File: src/hdl/sbf_pkg.sv
`default_nettype none
// ----------------------------------------------------------------------------
// sbf_pkg
// Shared constants and control/status bundles for the Stern-Brocot
// fraction approximator.
// ----------------------------------------------------------------------------
package sbf_pkg;

   localparam int FRAC_BITS_DEF = 32;
   localparam int DEN_BITS_DEF  = 16;

   // CSR map
   localparam int CSR_DATA_W = 32;
   localparam int CSR_ADDR_W = 3;
   localparam int LIMIT_W    = 16;
   localparam logic CSR_IDX_MAX_DEN_SUM = 1'b0;
   localparam logic [LIMIT_W-1:0] MAX_DEN_SUM_RESET = 16'd1000;

   // top -> walk core
   typedef struct packed {
      logic start;   // transaction accepted, load fraction
      logic take;    // result moved to output register
   } sbf_ctrl_type;

   // walk core -> top
   typedef struct packed {
      logic busy;    // not able to take a new fraction
      logic done;    // result fields valid
   } sbf_status_type;

endpackage
`default_nettype wire

File: src/hdl/sbf_walk_core.sv
`default_nettype none
// ----------------------------------------------------------------------------
// sbf_walk_core
// Mediant walk sequencer with residual subtractor, then a bit-serial
// weighing of the two residuals to pick the nearer bound.
// ----------------------------------------------------------------------------
module sbf_walk_core #(
   parameter int FRAC_BITS = sbf_pkg::FRAC_BITS_DEF,
   parameter int DEN_BITS  = sbf_pkg::DEN_BITS_DEF
) (
   input  wire logic                        clock,
   input  wire logic                        reset,
   input  wire sbf_pkg::sbf_ctrl_type       ctrl,
   input  wire logic [FRAC_BITS-1:0]        fraction,
   input  wire logic [sbf_pkg::LIMIT_W-1:0] max_den_sum,
   output sbf_pkg::sbf_status_type          status,
   output logic [DEN_BITS-1:0]              numerator,
   output logic [DEN_BITS-1:0]              denominator,
   output logic                             carry_one
);

   localparam int E_W   = FRAC_BITS + 1;
   localparam int ACC_W = FRAC_BITS + DEN_BITS + 2;
   localparam int CNT_W = $clog2(DEN_BITS);
   localparam int SUM_W = DEN_BITS + 1;
   localparam int CMP_W = (SUM_W > sbf_pkg::LIMIT_W) ? SUM_W : sbf_pkg::LIMIT_W;

   localparam logic [E_W-1:0]   E_ONE   = {1'b1, {FRAC_BITS{1'b0}}};
   localparam logic [CNT_W-1:0] BIT_TOP = CNT_W'(DEN_BITS - 1);
   localparam logic [SUM_W-1:0] DEN_MAX = {1'b0, {DEN_BITS{1'b1}}};
   localparam logic [DEN_BITS-1:0] DEN_ONE = DEN_BITS'(1);

   typedef enum logic [1:0] {
      IDLE,
      WALK,
      WEIGH,
      DONE
   } state_type;

   state_type           state_ff, state_in;
   logic [DEN_BITS-1:0] a_ff, a_in, b_ff, b_in, c_ff, c_in, d_ff, d_in;
   logic [E_W-1:0]      el_ff, el_in, eu_ff, eu_in;   // y*b - a, c - y*d (scaled)
   logic [ACC_W-1:0]    acc_ff, acc_in;
   logic [CNT_W-1:0]    bit_ff, bit_in;

   logic [SUM_W-1:0]    sum_bd;
   logic                stop;
   logic [ACC_W-1:0]    el_term, eu_term;
   logic                pick_upper;
   logic [DEN_BITS-1:0] num_sel, den_sel;

   assign sum_bd = {1'b0, b_ff} + {1'b0, d_ff};
   assign stop   = (CMP_W'(sum_bd) >= CMP_W'(max_den_sum)) || (sum_bd >= DEN_MAX);

   assign el_term = d_ff[bit_ff] ? ACC_W'(el_ff) : '0;
   assign eu_term = b_ff[bit_ff] ? ACC_W'(eu_ff) : '0;

   always_comb begin
      state_in = state_ff;
      a_in     = a_ff;
      b_in     = b_ff;
      c_in     = c_ff;
      d_in     = d_ff;
      el_in    = el_ff;
      eu_in    = eu_ff;
      acc_in   = acc_ff;
      bit_in   = bit_ff;
      unique case (state_ff)
         IDLE: begin
            if (ctrl.start) begin
               a_in     = '0;
               b_in     = DEN_ONE;
               c_in     = DEN_ONE;
               d_in     = DEN_ONE;
               el_in    = {1'b0, fraction};
               eu_in    = E_ONE - {1'b0, fraction};
               state_in = WALK;
            end
         end
         WALK: begin
            if (stop) begin
               acc_in   = '0;
               bit_in   = BIT_TOP;
               state_in = WEIGH;
            end else if (eu_ff <= el_ff) begin
               // mediant at or below y: raise lower bound
               a_in  = a_ff + c_ff;
               b_in  = b_ff + d_ff;
               el_in = el_ff - eu_ff;
            end else begin
               c_in  = c_ff + a_ff;
               d_in  = d_ff + b_ff;
               eu_in = eu_ff - el_ff;
            end
         end
         WEIGH: begin
            // acc accumulates el*d - eu*b, MSB first
            acc_in = {acc_ff[ACC_W-2:0], 1'b0} + el_term - eu_term;
            bit_in = bit_ff - 1'b1;
            if (bit_ff == '0) begin
               state_in = DONE;
            end
         end
         DONE: begin
            if (ctrl.take) begin
               state_in = IDLE;
            end
         end
         default: begin
            state_in = IDLE;
         end
      endcase
   end

   always_ff @(posedge clock) begin
      if (reset) begin
         state_ff <= IDLE;
      end else begin
         state_ff <= state_in;
      end
      a_ff   <= a_in;
      b_ff   <= b_in;
      c_ff   <= c_in;
      d_ff   <= d_in;
      el_ff  <= el_in;
      eu_ff  <= eu_in;
      acc_ff <= acc_in;
      bit_ff <= bit_in;
   end

   // upper strictly nearer when el*d > eu*b; tie keeps lower
   assign pick_upper = !acc_ff[ACC_W-1] && (acc_ff != '0);
   assign num_sel    = pick_upper ? c_ff : a_ff;
   assign den_sel    = pick_upper ? d_ff : b_ff;

   assign carry_one   = (num_sel == den_sel);
   assign numerator   = carry_one ? '0 : num_sel;
   assign denominator = carry_one ? DEN_ONE : den_sel;

   assign status.busy = (state_ff != IDLE);
   assign status.done = (state_ff == DONE);

   // upper residual is never zero since y < 1
   a_eu_nonzero: assert property (@(posedge clock) disable iff (reset)
      (state_ff == WALK) |-> (eu_ff != '0))
      else $error("upper residual reached zero");

   a_den_nonzero: assert property (@(posedge clock) disable iff (reset)
      (state_ff == WALK) |-> ((b_ff != '0) && (d_ff != '0)))
      else $error("zero denominator in walk");

   a_weigh_end: assert property (@(posedge clock) disable iff (reset)
      ((state_ff == WEIGH) && (bit_ff == '0)) |=> (state_ff == DONE))
      else $error("weighing did not finish");

   a_start_walk: assert property (@(posedge clock) disable iff (reset)
      ((state_ff == IDLE) && ctrl.start) |=> (state_ff == WALK))
      else $error("start did not enter walk");

endmodule
`default_nettype wire

File: src/hdl/stern_brocot_fraction_approximator.sv
`default_nettype none
// ----------------------------------------------------------------------------
// stern_brocot_fraction_approximator
// Best rational approximation of an unsigned Q0.FRAC_BITS fraction with
// bounded denominators, by walking the Stern-Brocot tree.
// ----------------------------------------------------------------------------
// One fraction is processed at a time. After a req transaction the block
// walks the tree one mediant per cycle until lower plus upper denominator
// reaches max_den_sum (clamped to 2^DEN_BITS-1), then weighs the two
// bounds bit-serially. The walk takes at most max_den_sum - 2 mediant
// steps, max_den_sum resetting to 1000; fractions close to 0 or 1 take
// the most steps. Each step uses the residual subtractor: each bound
// carries its scaled distance to y, and a mediant test is one compare,
// the update one subtract. req_stall stays high while the walk runs. A
// finished result moves to the rsp output register, and the next
// fraction may be taken while that result waits out rsp_stall. Ties
// between bounds go to the lower one. A result of 1/1 comes out as 0/1
// with carry_one set. max_den_sum sits at CSR byte address 0 and must
// only be written while the block is idle.
// ----------------------------------------------------------------------------
module stern_brocot_fraction_approximator #(
   parameter int FRAC_BITS = sbf_pkg::FRAC_BITS_DEF,
   parameter int DEN_BITS  = sbf_pkg::DEN_BITS_DEF
) (
   input  wire logic                           clock,
   input  wire logic                           reset,
   // request channel
   input  wire logic                           req_valid,
   output logic                                req_stall,
   input  wire logic [FRAC_BITS-1:0]           req_fraction,
   // response channel
   output logic                                rsp_valid,
   input  wire logic                           rsp_stall,
   output logic [DEN_BITS-1:0]                 rsp_numerator,
   output logic [DEN_BITS-1:0]                 rsp_denominator,
   output logic                                rsp_carry_one,
   // CSR port
   input  wire logic                           csr_psel,
   input  wire logic                           csr_penable,
   input  wire logic                           csr_pwrite,
   input  wire logic [sbf_pkg::CSR_ADDR_W-1:0] csr_paddr,
   input  wire logic [sbf_pkg::CSR_DATA_W-1:0] csr_pwdata,
   output logic [sbf_pkg::CSR_DATA_W-1:0]      csr_prdata,
   output logic                                csr_pready
);

   sbf_pkg::sbf_ctrl_type   ctrl;
   sbf_pkg::sbf_status_type status;

   logic [sbf_pkg::LIMIT_W-1:0] max_den_sum_ff, max_den_sum_in;
   logic                        csr_hit;

   logic [DEN_BITS-1:0] core_numerator, core_denominator;
   logic                core_carry_one;
   logic                load;

   logic                rsp_valid_ff, rsp_valid_in;
   logic [DEN_BITS-1:0] rsp_numerator_ff, rsp_numerator_in;
   logic [DEN_BITS-1:0] rsp_denominator_ff, rsp_denominator_in;
   logic                rsp_carry_one_ff, rsp_carry_one_in;

   // ---- CSR: single register, index taken from paddr[2]
   assign csr_pready = 1'b1;
   assign csr_hit    = (csr_paddr[2] == sbf_pkg::CSR_IDX_MAX_DEN_SUM);

   always_comb begin
      max_den_sum_in = max_den_sum_ff;
      if (csr_psel && csr_penable && csr_pwrite && csr_pready && csr_hit) begin
         max_den_sum_in = csr_pwdata[sbf_pkg::LIMIT_W-1:0];
      end
   end

   assign csr_prdata = csr_hit ? sbf_pkg::CSR_DATA_W'(max_den_sum_ff) : '0;

   // ---- request side: core takes a transaction only when idle
   assign req_stall  = status.busy;
   assign ctrl.start = req_valid && !status.busy;

   // ---- result hand-off into the output register
   assign load      = status.done && (!rsp_valid_ff || !rsp_stall);
   assign ctrl.take = load;

   always_comb begin
      rsp_valid_in       = rsp_valid_ff && rsp_stall;
      rsp_numerator_in   = rsp_numerator_ff;
      rsp_denominator_in = rsp_denominator_ff;
      rsp_carry_one_in   = rsp_carry_one_ff;
      if (load) begin
         rsp_valid_in       = 1'b1;
         rsp_numerator_in   = core_numerator;
         rsp_denominator_in = core_denominator;
         rsp_carry_one_in   = core_carry_one;
      end
   end

   always_ff @(posedge clock) begin
      if (reset) begin
         max_den_sum_ff <= sbf_pkg::MAX_DEN_SUM_RESET;
         rsp_valid_ff   <= 1'b0;
      end else begin
         max_den_sum_ff <= max_den_sum_in;
         rsp_valid_ff   <= rsp_valid_in;
      end
      rsp_numerator_ff   <= rsp_numerator_in;
      rsp_denominator_ff <= rsp_denominator_in;
      rsp_carry_one_ff   <= rsp_carry_one_in;
   end

   assign rsp_valid       = rsp_valid_ff;
   assign rsp_numerator   = rsp_numerator_ff;
   assign rsp_denominator = rsp_denominator_ff;
   assign rsp_carry_one   = rsp_carry_one_ff;

   sbf_walk_core #(
      .FRAC_BITS (FRAC_BITS),
      .DEN_BITS  (DEN_BITS)
   ) u_walk (
      .clock       (clock),
      .reset       (reset),
      .ctrl        (ctrl),
      .fraction    (req_fraction),
      .max_den_sum (max_den_sum_ff),
      .status      (status),
      .numerator   (core_numerator),
      .denominator (core_denominator),
      .carry_one   (core_carry_one)
   );

   // ---- checks on the hand-off
   a_no_overwrite: assert property (@(posedge clock) disable iff (reset)
      (rsp_valid_ff && rsp_stall) |-> !load)
      else $error("pending response overwritten");

   a_load_empties_core: assert property (@(posedge clock) disable iff (reset)
      load |=> !status.done)
      else $error("core still done after hand-off");

   a_no_start_while_done: assert property (@(posedge clock) disable iff (reset)
      status.done |-> !ctrl.start)
      else $error("start while result pending in core");

endmodule
`default_nettype wire
File: config.mk
export PLATFORM = sky130hd
export DESIGN_NAME = stern_brocot_fraction_approximator
export DESIGN_NICKNAME = d
export VERILOG_FILES = /design/src/hdl/sbf_pkg.sv /design/src/hdl/sbf_walk_core.sv /design/src/hdl/stern_brocot_fraction_approximator.sv
export SDC_FILE = /design/constraint.sdc
export NUM_CORES = 1
export LEC_CHECK = 0
export BUFFER_PORTS_ARGS = -buffer_cell sky130_fd_sc_hd__buf_4
export CORE_MARGIN = 2
export CORE_UTILIZATION = 45
export DETAILED_ROUTE_END_ITERATION = 6
export SLEW_MARGIN = 0
export SYNTH_ARGS = -nofsm -noshare
export SYNTH_HDL_FRONTEND = slang
export SYNTH_HIERARCHICAL = 1
export SYNTH_SLANG_ARGS = --single-unit
File: constraint.sdc
create_clock -name clock -period 17.67 [get_ports clock]
set_clock_uncertainty 0.1 [all_clocks]
set_input_delay 0.8835 -clock clock [delete_from_list [all_inputs] [get_ports clock]]
set_output_delay 0.8835 -clock clock [all_outputs]
set_load 0.02 [all_outputs]
---- Word level (Yosys, flattened, before mapping) ----
Cells that the tools add are included.
cells by class
  add/subtract/negate cells ............... 9
  multiply operators ...................... 0
  div/mod/pow operators ................... 0
  magnitude comparators ................... 4
  equal/unequal tests ..................... 11
  shift-type cells ........................ 0
  mux-type cells .......................... 41
  bitwise gates (word level) .............. 1
  reduce and logical (&&, ||, !) cells .... 23
operator list
  cell                                                                                   number
  33-bit 2-to-1 mux                                                                      8
  16-bit 2-to-1 mux                                                                      13
  33-bit one-hot mux with 2 select lines                                                 2
  16-bit one-hot mux with 2 select lines                                                 4
  50-bit one-hot mux with 2 select lines                                                 1
  33-bit subtractor                                                                      2
  50-bit adder                                                                           1
  50-bit 2-to-1 mux                                                                      1
  50-bit nonzero test                                                                    1
  50-bit subtractor                                                                      1
  33-bit <= comparator                                                                   1
  33-bit by 32-bit subtractor with 33-bit output, first input constant                   1
  16-bit adder                                                                           2
  16-bit by 16-bit adder with 17-bit output                                              1
  17-bit by 16-bit greater-or-equal comparator with 1-bit output                         1
  17-bit by 16-bit greater-or-equal comparator with 1-bit output, second input constant  1
  16-bit == test                                                                         1
  4-bit AND reduction                                                                    3
  1-bit binary-select mux with 4-bit select                                              2
  2-bit 2-to-1 mux                                                                       4
  2-bit by 1-bit != test with 1-bit output, second input constant                        4
  2-bit one-hot mux with 4 select lines                                                  1
  4-bit one-hot mux with 2 select lines                                                  1
  1-bit logical AND                                                                      7
  14 further kinds                                                                       25
storage, ports and cells
  register bits after elaboration ......... 236
  bits in latches ......................... 0
  memory bits (writable) .................. 0
  bits in read-only memories .............. 0
  input port bits ......................... 74
  word-level logic and storage cells ...... 103
  memories ................................ 0

---- Depth between registers and ports, before layout ----
Gate-level depths: netlist of the first run.
  depth in word-level cells ............... 6
  mapped depth ............................ 19

---- Modules after synthesis ----
The synthesis of the first run kept the hierarchy.
by module, submodules not included
  module                              instances  cells an instance  area an instance (um2)  seq. area each (um2)
  sbf_walk_core                       1          2071               18445.2                 5565.3
  stern_brocot_fraction_approximator  1          144                1990.7                  1331.3

---- Least setup slack after synthesis of the first run ----
Ideal clock, no wire load.
  kind .................................... register to register
  start ................................... reg u_walk.b_ff[0]
  end ..................................... reg u_walk.a_ff[0], enable pin
  library setup time ...................... 568 ps
  arrival time ............................ 8059 ps
  required time ........................... 17002 ps
  slack ................................... 8943 ps
  stages on the path, launching flop included .. 19
  buffers on the path ..................... 0
  period minus slack after synthesis ...... 8727 ps
  cell sequence ........................... edfxtp_1 -> ha_1 -> inv_1 -> fa_1 -> nor2b_4 -> o31a_1 -> o221a_4 -> or3_1 -> and2_1 -> ha_1 -> and3_1 -> nand3_1 -> a21oi_1 -> a211oi_1 -> o21a_1 -> o21ai_1 -> a221oi_1 -> a21oi_1 -> nor3_1
on the way
  cells in the longest elaborated chain, start to end .. 5
  elaborated cells on any way between the ends .. 6
  those cells by class .................... 1 x add/sub; 2 x order compare; 1 x eq/ne; 2 x reduce/logical
RTL lines
  what                                                            line                  RTL
  start: declaration                                              sbf_walk_core.sv:41   logic [DEN_BITS-1:0] a_ff, a_in, b_ff, b_in, c_ff, c_in, d_ff, d_in;
  start signal: assignment                                        sbf_walk_core.sv:122  b_ff <= b_in;
  16-bit by 16-bit adder with 17-bit output *                     sbf_walk_core.sv:52   assign sum_bd = {1'b0, b_ff} + {1'b0, d_ff};
  17-bit by 16-bit greater-or-equal comparator with 1-bit output  sbf_walk_core.sv:53   assign stop = (CMP_W'(sum_bd) >= CMP_W'(max_den_sum)) || (sum_bd >= DEN_MAX);
  1-bit logical OR *                                              sbf_walk_core.sv:53
  2-bit != test (no line) *                                       --
  4-bit AND reduction (no line) *                                 --
  end signal: assignment                                          sbf_walk_core.sv:121  a_ff <= a_in;
  end: declaration                                                sbf_walk_core.sv:41
Mark *: on every way between the ends. The rest lies on a longest branch, timed or not.
A chain may end at the register's enable or synchronous reset.

---- Final worst setup path of the first run ----
  start ................................... reg u_walk.bit_ff[0]
  end ..................................... reg u_walk.acc_ff[43] (data pin)
on the way
  cells in the longest elaborated chain, start to end .. 6
  elaborated cells on any way between the ends .. 9
  those cells by class .................... 2 x add/sub; 7 x mux
RTL lines
  what                                       line                  RTL
  start: declaration                         sbf_walk_core.sv:44   logic [CNT_W-1:0] bit_ff, bit_in;
  start signal: assignment                   sbf_walk_core.sv:128  bit_ff <= bit_in;
  1-bit binary-select mux with 4-bit select  sbf_walk_core.sv:55   assign el_term = d_ff[bit_ff] ? ACC_W'(el_ff) : '0;
  1-bit 2-to-1 mux (not written as such)     sbf_walk_core.sv:55
  33-bit 2-to-1 mux                          sbf_walk_core.sv:55
  50-bit adder                               sbf_walk_core.sv:98   acc_in = {acc_ff[ACC_W-2:0], 1'b0} + el_term - eu_term;
  50-bit subtractor *                        sbf_walk_core.sv:98
  50-bit one-hot mux with 2 select lines *   sbf_walk_core.sv:68   unique case (state_ff)
  end signal: assignment                     sbf_walk_core.sv:127  acc_ff <= acc_in;
  end: declaration                           sbf_walk_core.sv:43   logic [ACC_W-1:0] acc_ff, acc_in;
Mark *: on every way between the ends. The rest lies on a longest branch, timed or not. The select of a mux whose other input is x is not followed.

==> impl_metrics.ini, run 1 <==
[routing]
drt_iter0_drc = 1198
wl_per_cell_um = 19.1
top_layer = met5
viasPerCell = 5.59
drt-met1-wl_um = 24200
drc_errors = 0
firstDrtPassIters = 5
drt-total-wl_um = 55300
met3WireLength_um = 2340
dr_total_vias = 16184
ant_nets = 0
wl_met2_um = 26600

[timing]
hold_viol_final = 0
period_share_pct = 34.9
slew_viol_final = 0
fin_ws_ns = 11.50
fmax_ghz = 0.162
period_minus_slack_ns = 6.17
hold_ws_ns = 0.387
setup_viol = 0
tightest_slew_ns = 1.10
tns_ns = 0
rsz0062_at_grt = false
slew_headroom_pct = 26.5

[clocking]
numCtsBuffers = 28
post_cts_buffers = 0
cts_tree = yes
clk_pin_slew_ns = 0.06
clock_latency_ns = 0.58
cts-resized-gates = 0
cts-root-buf = clkbuf_16
h-tree-depth = 1
clock_sinks = 236
cts_hold_buf = 0
clockBufferDepth = 3

[synthesis]
yosys-top-cells-count = inv_1 (243), edfxtp_1 (217), ha_1 (175), nor2_1 (172), a21oi_1 (155)
synth_cells = 2215
synth_ff_type = edfxtp_1
synth_top_family_by_area = simple AND/OR/NAND/NOR gates
synth-simple-area-share_pct = 17.2
yosysTopAreaCellShare_pct = 31.9
synth_top_area_cell = edfxtp_1
yosysWarningCount = 6
ys_seq_area_share_pct = 33.7
synth_edf_count = 217
synthTopCellsByArea = edfxtp_1 (32%), ha_1 (11%), inv_1 (4.5%)
synth-seq-cells = 236
synthArstFlopShare_pct = 0
ys_types = 88
syn_area_per_cell_um2 = 9.23
netlist_area_um2 = 20400
synth_most_common_cell = inv_1
synth_compound_area_share_pct = 15.8
yosys.area_share.adder_pct = 14.3
synth.area.mux_share_pct = 5.06
synth_xor_xnor_area_share_pct = 6.99

[cells_and_area]
design_area_um2 = 22500
nets = 2563
area_delta_synth_final_pct = 10.3
drive_gt1_share_pct = 10.1
antenna_cells = 0

[floorplanning]
die_w_um = 217
ioPinCount = 142
coreArea_um2 = 45100
die_h_um = 217
rows = 78
start_util_pct = 45.3
dieArea_um2 = 47100

[critical_path]
cp_max_fo = 33
crit_type = reg -> reg
endpoint_kind = flip-flop
start_kind = flip-flop
cp.arrival_ns = 6.50
critPathRequiredTime_ns = 17.99

[flow_run]
cap_violations = 0

[global_route]
grt_usage_pct = 23.3
grt_pass1_wl_um = 87700
gr-total-overflow = 0
grt_max_degree = 67
antenna_found_initial = 1
grt_pass1_vias = 16265

[place]
gp_congestion = 0.900
place_ws_ns = 11.54
hpwl_um = 41200
dpl_cell_area_um2 = 21700
io_buffers = 106

[worst_hold_path]
min_path_type = reg -> reg

[outcome]
status = completed
cells in the final DEF (no fill, tap or decap), types with 18 or more instances in the layout:
master | netlist | final
nor2_1 | 172 | 172
xor2_1 | 70 | 70
nor3_1 | 28 | 27
nand2b_1 | 44 | 44
and2_1 | 86 | 86
a21o_1 | 76 | 76
nor4_1 | 22 | 22
nand2_1 | 152 | 152
nor2b_1 | 34 | 34
o21bai_1 | 23 | 22
nand3_1 | 39 | 39
a21oi_1 | 155 | 154
fa_1 | 37 | 37
buf_4 | 17 | 115
and3_1 | 18 | 18
edfxtp_1 | 217 | 217
o21ai_0 | 70 | 70
mux2i_1 | 55 | 55
dfxtp_1 | 19 | 19
inv_1 | 243 | 243
o21a_1 | 19 | 19
clkbuf_16 | 0 | 28
xnor2_1 | 93 | 93
nand4_1 | 23 | 23
ha_1 | 175 | 173
mux2_2 | 23 | 23
flip-flops by register name, summed over array words and instances (netlist names):
signal / count
rsp_denominator: 16
u_walk/b_ff: 16
u_walk/c_ff: 16
u_walk/el_ff: 33
u_walk/state_ff: 2
u_walk/bit_ff: 4
rsp_numerator: 16
max_den_sum_ff: 16
u_walk/acc_ff: 50
u_walk/eu_ff: 33
rsp_carry_one: 1
rsp_valid: 1
u_walk/a_ff: 16
u_walk/d_ff: 16
worst paths after layout:
path                                                       from                               to  slack [ns]  cells past startpoint
worst max-delay path             u_walk/bit_ff[0]$_SDFFCE_PN1P_  u_walk/acc_ff[43]$_SDFFCE_PN0P_       11.50                     16
worst min-delay path            max_den_sum_ff[13]$_SDFFE_PP0P_  max_den_sum_ff[13]$_SDFFE_PP0P_        0.39                      2
worst max register to register   u_walk/bit_ff[0]$_SDFFCE_PN1P_  u_walk/acc_ff[43]$_SDFFCE_PN0P_       11.50                     16
worst min register to register  max_den_sum_ff[13]$_SDFFE_PP0P_  max_den_sum_ff[13]$_SDFFE_PP0P_        0.39                      2
kinds of logic after synthesis:
logic type	Yosys count
buf+inv	342
mux	88
other cells	2
simple gates	686
xor+xnor	163
fa+ha+maj	212
flops	236
compound gates	486
area by class of cell:
| type | instances | area, um2 |
|---|---|---|
| clock buffers | 32 | 716 |
| flip-flops and latches | 236 | 6900 |
| inverters | 244 | 916 |
| multi-input cells | 1652 | 12300 |
| fillers | 4273 | 22500 |
| repair buffers | 115 | 863 |
| clock inverters | 14 | 146 |
| well taps | 600 | 751 |
worst max-delay path: stages (launching register included):
cell	delay, ns
edfxtp_1	0.69
mux4_2	0.59
mux4_2	0.79
and2_1	0.30
fa_1	0.50
inv_1	0.04
ha_1	0.23
fa_1	0.42
a21o_1	0.21
a221oi_2	0.36
a221oi_2	0.16
a311o_2	0.45
o2111ai_1	0.32
a21oi_1	0.15
o21bai_1	0.29
o31a_1	0.22
mux2i_1	0.20
metal layers:
metal  GRT usage, %  up-vias
met1           29.9     7758
li1               -     7872
met3           2.60      112
met4           9.16        2
met5              0        -
met2           40.3      440
through the flow:
step / util, % / instances
after floorplan: - / 2230
after global placement: 48.1 / 2847
after detailed placement: 48.1 / 2847
after CTS: 50.0 / 2893
after global routing: 50.0 / 2893
final: 50.0 / 2893
Power of run 1 is not shown: default switching activity piles up to over one toggle a cycle in this logic, so the estimate is an artifact.
==> inputs of run 2 (changes only) <==
==> constraint.sdc (replaced) <==
create_clock -name clock -period 6.37 [get_ports clock]
set_clock_uncertainty 0.1 [all_clocks]
set_input_delay 0.3185 -clock clock [delete_from_list [all_inputs] [get_ports clock]]
set_output_delay 0.3185 -clock clock [all_outputs]
set_load 0.02 [all_outputs]
==> run 2 against run 1 <==
Design area up 2.6%. Non-clock buffer count up 42. Register-to-register slack worse by 11 ns. First-iteration DRC count down 16%. Wire length up 1.1%. Hold slack worse by 0.35 ns. Highest routed layer is now met4. Setup slack worse by 11 ns.
==> impl_metrics.ini, run 2 (synthesis results as in run 1) <==
[cells_and_area]
area_delta_synth_final_pct = 13.2
nets = 2607
largest_reg_flops = 50
regMostFlops = u_walk/acc_ff
antenna_cells = 0
final_common_cell = inv_1
drive_gt1_share_pct = 10.3
finish.utilization_pct = 51.3
final_cell_mix = inv_1 (243), edfxtp_1 (217), ha_1 (173), nor2_1 (172), a21oi_1 (154)
reg_top3 = u_walk/acc_ff: 50 flops, u_walk/el_ff: 33 flops, u_walk/eu_ff: 33 flops

[timing]
slew_headroom_pct = 33.2
setup_viol = 0
hold_viol_final = 0
hold_ws_ns = 0.0336
tightest_slew_ns = 0.991
slew_viol_final = 0
period_minus_slack_ns = 5.74
fmax_ghz = 0.174
rsz0062_at_grt = false
period_share_pct = 90.1

[floorplanning]
die_h_um = 217
dieArea_um2 = 47100
start_util_pct = 45.3
ioPinCount = 142
rows = 78
coreArea_um2 = 45100
die_w_um = 217

[global_route]
gr-total-overflow = 0
grt_pass1_vias = 16397
grt_max_degree = 69
antenna_found_initial = 0
grt_usage_pct = 23.5
grt_pass1_wl_um = 88600

[place]
hpwl_um = 42400
gp_congestion = 0.930
io_buffers = 106

[worst_hold_path]
min_path_type = in -> reg
hold-path-cell-count = 2

[clocking]
numCtsBuffers = 30
clock_latency_ns = 0.57
cts_tree = yes
clockBufferDepth = 3
clk_pin_slew_ns = 0.06
cts-resized-gates = 0
h-tree-depth = 1
clock_sinks = 236
cts-root-buf = clkbuf_16

[critical_path]
start_kind = flip-flop
cp.arrival_ns = 5.95
endpoint_kind = flip-flop
rr_worst_depth = 16
reg2reg_to = u_walk/acc_ff[45]$_SDFFCE_PN0P_
cp_max_fo = 31
cp-endpoint = u_walk/acc_ff[45]$_SDFFCE_PN0P_
crit_start = u_walk/bit_ff[0]$_SDFFCE_PN1P_
crit_type = reg -> reg
critPathRequiredTime_ns = 6.58
reg2reg_slack_ns = 0.63
r2r-start = u_walk/bit_ff[0]$_SDFFCE_PN1P_

[routing]
drc_errors = 0
ant_nets = 0
drt_iter0_drc = 1004
wl_per_cell_um = 19.0
drt-total-wl_um = 55900
dr_total_vias = 16272
top_layer = met4
viasPerCell = 5.53
drt-met1-wl_um = 24300
wl_met2_um = 28100
firstDrtPassIters = 6
met3WireLength_um = 2250

[outcome]
status = completed

[flow_run]
cap_violations = 0
[run 2: final cells by class]
cell class,count,area [um2]
fillers,4249,22000
flip-flops and latches,236,6900
repair buffers,157,1300
well taps,600,751
clock buffers,41,855
multi-input cells,1652,12300
inverters,244,916
clock inverters,14,144
[run 2: how the worst min path moves through the flow]
stage / from / endpoint / slack (ns)
finish: req_fraction[14] / u_walk/el_ff[14]$_DFFE_PP_ / 0.03
global route: req_fraction[19] / u_walk/el_ff[19]$_DFFE_PP_ / 0.02
CTS: req_fraction[14] / u_walk/el_ff[14]$_DFFE_PP_ / 0.008
detailed placement: max_den_sum_ff[12]$_SDFFE_PP0P_ / max_den_sum_ff[12]$_SDFFE_PP0P_ / 0.38
global placement: max_den_sum_ff[15]$_SDFFE_PP0P_ / max_den_sum_ff[15]$_SDFFE_PP0P_ / 0.37
floorplan: reset / u_walk/state_ff[1]$_SDFFE_PP0P_ / 0.32
[run 2: per-stage QoR]
| stage | instances | worst slack [ns] | setup TNS, ns | cell area, um2 |
|---|---|---|---|---|
| after floorplan | 2230 | -0.332 | -44.65 | 20500 |
| after global placement | 2851 | 0.670 | 0 | 21700 |
| after detailed placement | 2851 | 0.633 | 0 | 21700 |
| after CTS | 2944 | 0.607 | 0 | 23100 |
| after global routing | 2944 | 0.281 | 0 | 23100 |
| final | 2944 | 0.629 | 0 | 23100 |
[run 2: worst max-delay path: stages, from the launching register on]
cell	delay (ns)
edfxtp_1	0.68
mux4_2	0.57
mux4_2	0.54
buf_4	0.25
and2_1	0.21
fa_1	0.50
inv_1	0.07
fa_1	0.47
a21o_1	0.21
a221oi_2	0.35
a221oi_2	0.12
a311o_2	0.43
o211ai_2	0.18
o211ai_1	0.16
a31oi_1	0.34
o31ai_1	0.15
mux2i_1	0.14
[run 2: metal layers]
layer	track usage [%]	up-vias
met4	6.05	0
met2	42.7	358
met1	29.7	7866
met3	2.33	78
met5	0	-
li1	-	7970
[run 2: what timing repair did]
| item | CTS | global route |
|---|---|---|
| endpoints found under the setup margin | 0 | 0 |
| endpoints found under the hold margin | 37 | 0 |
| hold buffers | 38 | 0 |
| buffers inserted | 0 | 0 |
Power of run 2 is left out for the same reason.
